--- src/b2d_div_cell.sv ---
module b2d_div_cell #(
    parameter int NW = 13,
    parameter int DW = 9
) (
    input  logic          aclk,
    input  logic          en,
    input  logic [DW-1:0] rem_in,
    input  logic [NW-1:0] acc_in,
    input  logic [DW-1:0] den_in,
    output logic [DW-1:0] rem_out,
    output logic [NW-1:0] acc_out,
    output logic [DW-1:0] den_out
);

    logic [DW-1:0] rem_reg, rem_next;
    logic [NW-1:0] acc_reg, acc_next;
    logic [DW-1:0] den_reg;
    logic [DW:0]   trial;
    logic [DW:0]   diff;
    logic          ge;

    // one restoring step: bring down the top dividend bit, subtract if it fits
    always_comb begin
        trial    = {rem_in, acc_in[NW-1]};
        diff     = trial - {1'b0, den_in};
        ge       = (trial >= {1'b0, den_in});
        rem_next = ge ? diff[DW-1:0] : trial[DW-1:0];
        acc_next = {acc_in[NW-2:0], ge};
    end

    always_ff @(posedge aclk) begin
        if (en) begin
            rem_reg <= rem_next;
            acc_reg <= acc_next;
            den_reg <= den_in;
        end
    end

    assign rem_out = rem_reg;
    assign acc_out = acc_reg;
    assign den_out = den_reg;

endmodule

--- src/b2d_div_chain.sv ---
module b2d_div_chain #(
    parameter int NW    = 13,
    parameter int DW    = 9,
    parameter int LANES = 1,
    parameter int SBW   = 1
) (
    input  logic                       aclk,
    input  logic                       aresetn,
    input  logic                       en,
    input  logic                       in_valid,
    input  logic [LANES-1:0][NW-1:0]   in_num,
    input  logic [LANES-1:0][DW-1:0]   in_den,
    input  logic [SBW-1:0]             in_sb,
    output logic                       out_valid,
    output logic [LANES-1:0][NW-1:0]   out_quo,
    output logic [LANES-1:0][DW-1:0]   out_rem,
    output logic [SBW-1:0]             out_sb
);

    logic [LANES-1:0][DW-1:0] rem_w [NW+1];
    logic [LANES-1:0][NW-1:0] acc_w [NW+1];
    logic [LANES-1:0][DW-1:0] den_w [NW+1];
    logic [NW-1:0]            valid_reg;
    logic [SBW-1:0]           sb_reg [NW];

    assign rem_w[0] = '0;
    assign acc_w[0] = in_num;
    assign den_w[0] = in_den;

    for (genvar g = 0; g < NW; g++) begin : g_step
        for (genvar l = 0; l < LANES; l++) begin : g_lane
            b2d_div_cell #(.NW(NW), .DW(DW)) u_cell (
                .aclk    (aclk),
                .en      (en),
                .rem_in  (rem_w[g][l]),
                .acc_in  (acc_w[g][l]),
                .den_in  (den_w[g][l]),
                .rem_out (rem_w[g+1][l]),
                .acc_out (acc_w[g+1][l]),
                .den_out (den_w[g+1][l])
            );
        end

        if (g == 0) begin : g_first
            always_ff @(posedge aclk) begin
                if (!aresetn) begin
                    valid_reg[g] <= 1'b0;
                end else if (en) begin
                    valid_reg[g] <= in_valid;
                end
            end
            always_ff @(posedge aclk) begin
                if (en) begin
                    sb_reg[g] <= in_sb;
                end
            end
        end else begin : g_rest
            always_ff @(posedge aclk) begin
                if (!aresetn) begin
                    valid_reg[g] <= 1'b0;
                end else if (en) begin
                    valid_reg[g] <= valid_reg[g-1];
                end
            end
            always_ff @(posedge aclk) begin
                if (en) begin
                    sb_reg[g] <= sb_reg[g-1];
                end
            end
        end
    end

    assign out_valid = valid_reg[NW-1];
    assign out_quo   = acc_w[NW];
    assign out_rem   = rem_w[NW];
    assign out_sb    = sb_reg[NW-1];

endmodule

--- config.mk ---
export PLATFORM = sky130hd
export DESIGN_NAME = b2d_div_chain
export DESIGN_NICKNAME = d
export VERILOG_FILES = /design/src/b2d_div_cell.sv /design/src/b2d_div_chain.sv
export SDC_FILE = /design/constraint.sdc
export NUM_CORES = 1
export LEC_CHECK = 0
export BUFFER_PORTS_ARGS = -buffer_cell sky130_fd_sc_hd__buf_4
export CORE_MARGIN = 4
export CORE_UTILIZATION = 30
export DETAILED_ROUTE_END_ITERATION = 10
export GPL_ROUTABILITY_DRIVEN = 0
export SETUP_SLACK_MARGIN = 0.02
export SLEW_MARGIN = 15
export SYNTH_ARGS = -nofsm -noshare
export SYNTH_HDL_FRONTEND = slang
export SYNTH_SLANG_ARGS = --single-unit
--- constraint.sdc ---
create_clock -name aclk -period 5.9 [get_ports aclk]
set_clock_uncertainty 0.2 [all_clocks]
set_input_delay 1.18 -clock aclk [delete_from_list [all_inputs] [get_ports aclk]]
set_output_delay 1.18 -clock aclk [all_outputs]
set_load 0.05 [all_outputs]
==> summary.txt <==
Clocking
  • CTS root buf: clkbuf_16
  • CTS H-tree depth: 2
  • Clock Tree Buf Depth: 3
  • Clk sinks: 420
  • Clk slew on worst S/H paths: approximately 60 ps
  • TritonCTS clock tree: yes
  • Later-pin clock latency in the skew report: roughly 600 ps
  • CTS resizes: 0
  • Postcts setup bufs: 0
  • CTS Buf Count: 47
  • Number of hold buffers added after cts: 0

Timing
  • RSZ-0062 raised after global routing: no
  • Final hold violations: 0
  • Worst-margin pin slew: about 1000 ps
  • Slew headroom: between 30% and 40%
  • Final period util: ~51%
  • Tmin final: between 2000 and 3000 ps
  • Final Max Slew Viols: 0
  • Setup TNS: 0 ps
  • Fmax: around 330 MHz
  • Endpoints failing setup: 0

Synth
  • Sequential-to-total area share from yosys stat: around two thirds
  • Yosys Warn Count: 0
  • Synthesized instance count: roughly 1400
  • Synth Flop Type: edfxtp_1
  • Post-synth EDFFs: 407
  • Async S/R FF share, synth: 0%
  • Synth Register Bits: between 400 and 500
  • Post-synth top cells: 407 x edfxtp_1, 156 x inv_1, 110 x ha_1
  • Cell taking the most area after synthesis: edfxtp_1
  • Top-count cell post-synth: edfxtp_1
  • Post-synth design cell area: slightly below 0.02 sq mm
  • Synth top area share: between 60% and 70%
  • Synth area leaders: edfxtp_1 64%, ha_1 7.2%, mux2_2 3.5%
  • Distinct cells, synth: 66
  • Syn avg cell area: between 10 and 15 sq um
  • Syn_nets: around 1500

Outcome
  • Status: complete, no violations

Placed design
  • Placed cell area: 0.02061 sq mm
  • Port Buffer Count: 50
  • Hpwl dp: 23280 um

Worst setup path
  • Slowest Stage Delay on Critical Path: about 440 ps
  • Critical path endpoint category: flip-flop
  • Most common cell on crit path: inv_1
  • CP Max Fanout: 7
  • R2R setup slack: about 2900 ps
  • WS Path Type: reg2reg
  • CP bufs+invs: 3
  • Critical path cell sequence: inv_1, ha_1, inv_1, fa_1, a21oi_1, o211ai_1, and3_1, nor2_1, inv_2, mux2_2
  • Worst r2r dst: g_step[7].g_lane[0].u_cell.rem_out[4]
  • Worst r2r path cells: 10
  • Worst r2r src: g_step[6].g_lane[0].u_cell.acc_out[12]
  • Delay-heaviest family, CP: adder cells
  • Crit path arrival time: 3110 ps
  • Slowest CP cell: edfxtp_1
  • Startpoint Class: flip-flop
  • Required time worst endpoint: ~6000 ps

Die
  • Num ports: between 50 and 60
  • Die Wd: between 200 and 300 um
  • Site Rows: 92
  • Initial Utilization: between 30% and 40%
  • Die Span Y: 261.3 um
  • Total die area: slightly below 0.07 sq mm
  • Core Area: approximately 0.063 sq mm

Cells and area
  • Largest register FFs: between 150 and 200
  • Layout cells sized above 1: ~14%
  • Design Area, Final: 0.02228 sq mm
  • Area of the multi-input gates: between 0.006 and 0.007 sq mm
  • Storage element area: approximately 0.012 sq mm
  • Nets: ~1600
  • Ant. Diodes: 0
  • FILL cells: ~6000
  • Area Overhead vs Synth: 15.76%

Detailed routing
  • Routed length on met3: ~1200 um
  • Met2 Wirelength: 17360 um
  • DR vias/cell: approximately 4.6
  • Highest Signal Layer: met4
  • DR vias: around 11000
  • Met1 Wirelength: 13700 um
  • Initial DRC count: 635
  • Routed wire length: ~34000 um
  • Drt drc: 0
  • Drt wl/cell: around 14 um
  • Post-DRT Antenna Nets: 0
  • Drt first pass iters: 7

Global route
  • First-pass GRT wire length: 55320 um
  • Global-route usage over all layers: 9.831%
  • Initial antenna violation count: 0
  • Number of global-route vias before repair: about 11000
  • Grt total ovfl: 0
  • Largest net degree at the start of global routing: 127

Power and ir drop
  • Sw frac: 30.01%
  • Leak pwr: 8.435 nW
  • Gate power share: between 20% and 30%
  • Share of power burned in registers: between 40% and 50%
  • Worst VDD drop: 0.2067 mV
  • Clk network pwr share: 29.9%
  • Pwr/cell area: around 470 mW/mm^2
  • Tot Pwr: ~10 mW
  • Internal: around 7.3 mW
  • Switch Pwr: 3.140 mW

Hold path
  • HP Class: reg2reg
  • Min-Delay Path Depth: 0
  • HP Start: g_step[2].g_lane[0].u_cell.acc_out[0]
  • Hold EP: g_step[3].g_lane[0].u_cell.acc_out[1]

Flow run
  • Max-Cap Viols: 0
## worst max path at each step
stage | cells past startpoint | start | endpoint
6_report | 10 | g_step[6].g_lane[0].u_cell.acc_out[12] | g_step[7].g_lane[0].u_cell.rem_out[4]
5_1_grt | 10 | g_step[6].g_lane[0].u_cell.acc_out[12] | g_step[7].g_lane[0].u_cell.rem_out[6]
4_1_cts | 10 | g_step[9].g_lane[0].u_cell.acc_out[12] | g_step[10].g_lane[0].u_cell.rem_out[4]
3_5_place_dp | 2 | en | g_step[6].g_lane[0].u_cell.rem_out[6]
3_3_place_gp | 2 | en | g_step[5].g_lane[0].u_cell.acc_out[11]
2_1_floorplan | 5 | in_num[12] | g_step[0].g_lane[0].u_cell.rem_out[1]
## cell families after synthesis
family | synth area share (%)
flops | 64.86
xor+xnor | 2.185
buf+inv | 3.908
simple gates | 5.611
fa+ha+maj | 8.401
compound gates | 9.916
mux | 5.117
## stage by stage
stage	hold slack (ps)	util, %	setup slack, ps	std cells
6_report	214.8	35.19	2910	2326
5_1_grt	221.8	35.19	2790	2326
4_1_cts	216.4	35.19	2929	2326
3_5_place_dp	204.5	32.55	2658	2240
3_3_place_gp	202.3	32.55	2699	2240
2_1_floorplan	200.3	-	3259	1360
## power by group through the flow
stage | Combinational, mW | Clock [mW] | Sequential [mW]
finish | 3.12 | 3.13 | 4.22
CTS | 3.12 | 3.24 | 4.22
global placement | 3.01 | 0 | 4.27
global route | 3.46 | 3.36 | 4.27
floorplan | 2.34 | 0 | 4.29
detailed placement | 3.09 | 0 | 4.28
## final cells by class
type / instances / share of cell area, %
flip-flops and latches: 420 / 56.03
multi-input cells: 756 / 26.98
clock buffers: 58 / 5.555
well taps: 846 / 4.752
inverters: 163 / 2.747
clock inverters: 28 / 1.938
repair buffers: 55 / 2.000
## cells in the final DEF, fill, tap and decap left out, drive strengths merged, types with 3 or more instances in the layout
cell      Yosys  routed
nand3b        5       5
o21ai        23      23
dfxtp        13      13
o32ai         7       7
a211oi        3       3
buf          18      55
nor2b        27      27
nand2        30      30
bufinv        0      10
ha          110     110
xor2          6       6
inv         163     164
o31ai        17      17
and3          9       9
a21oi        84      84
mux2         63      63
a211o         9       9
mux2i        26      26
nor4          4       4
fa           12      12
a221oi        3       3
o2bb2ai       6       6
clkinvlp      0       4
o21bai        4       4
a21o         19      19
a21boi       27      27
a31oi         8       8
clkinv        0      13
o21a         31      31
nand4        12      12
nor2         65      65
o211ai       22      22
nor3         28      28
nand3        25      25
edfxtp      407     407
o211a         3       3
xnor2        42      42
clkbuf        3      58
## metal layers
| layer | track usage [%] | up-vias |
|---|---|---|
| met5 | 0 | - |
| met4 | 4.612 | 0 |
| met3 | 1.866 | 109 |
| met2 | 18.17 | 202 |
| met1 | 10.88 | 5230 |
| li1 | - | 5250 |
No activity file was read; power rests on OpenSTA's default activity.
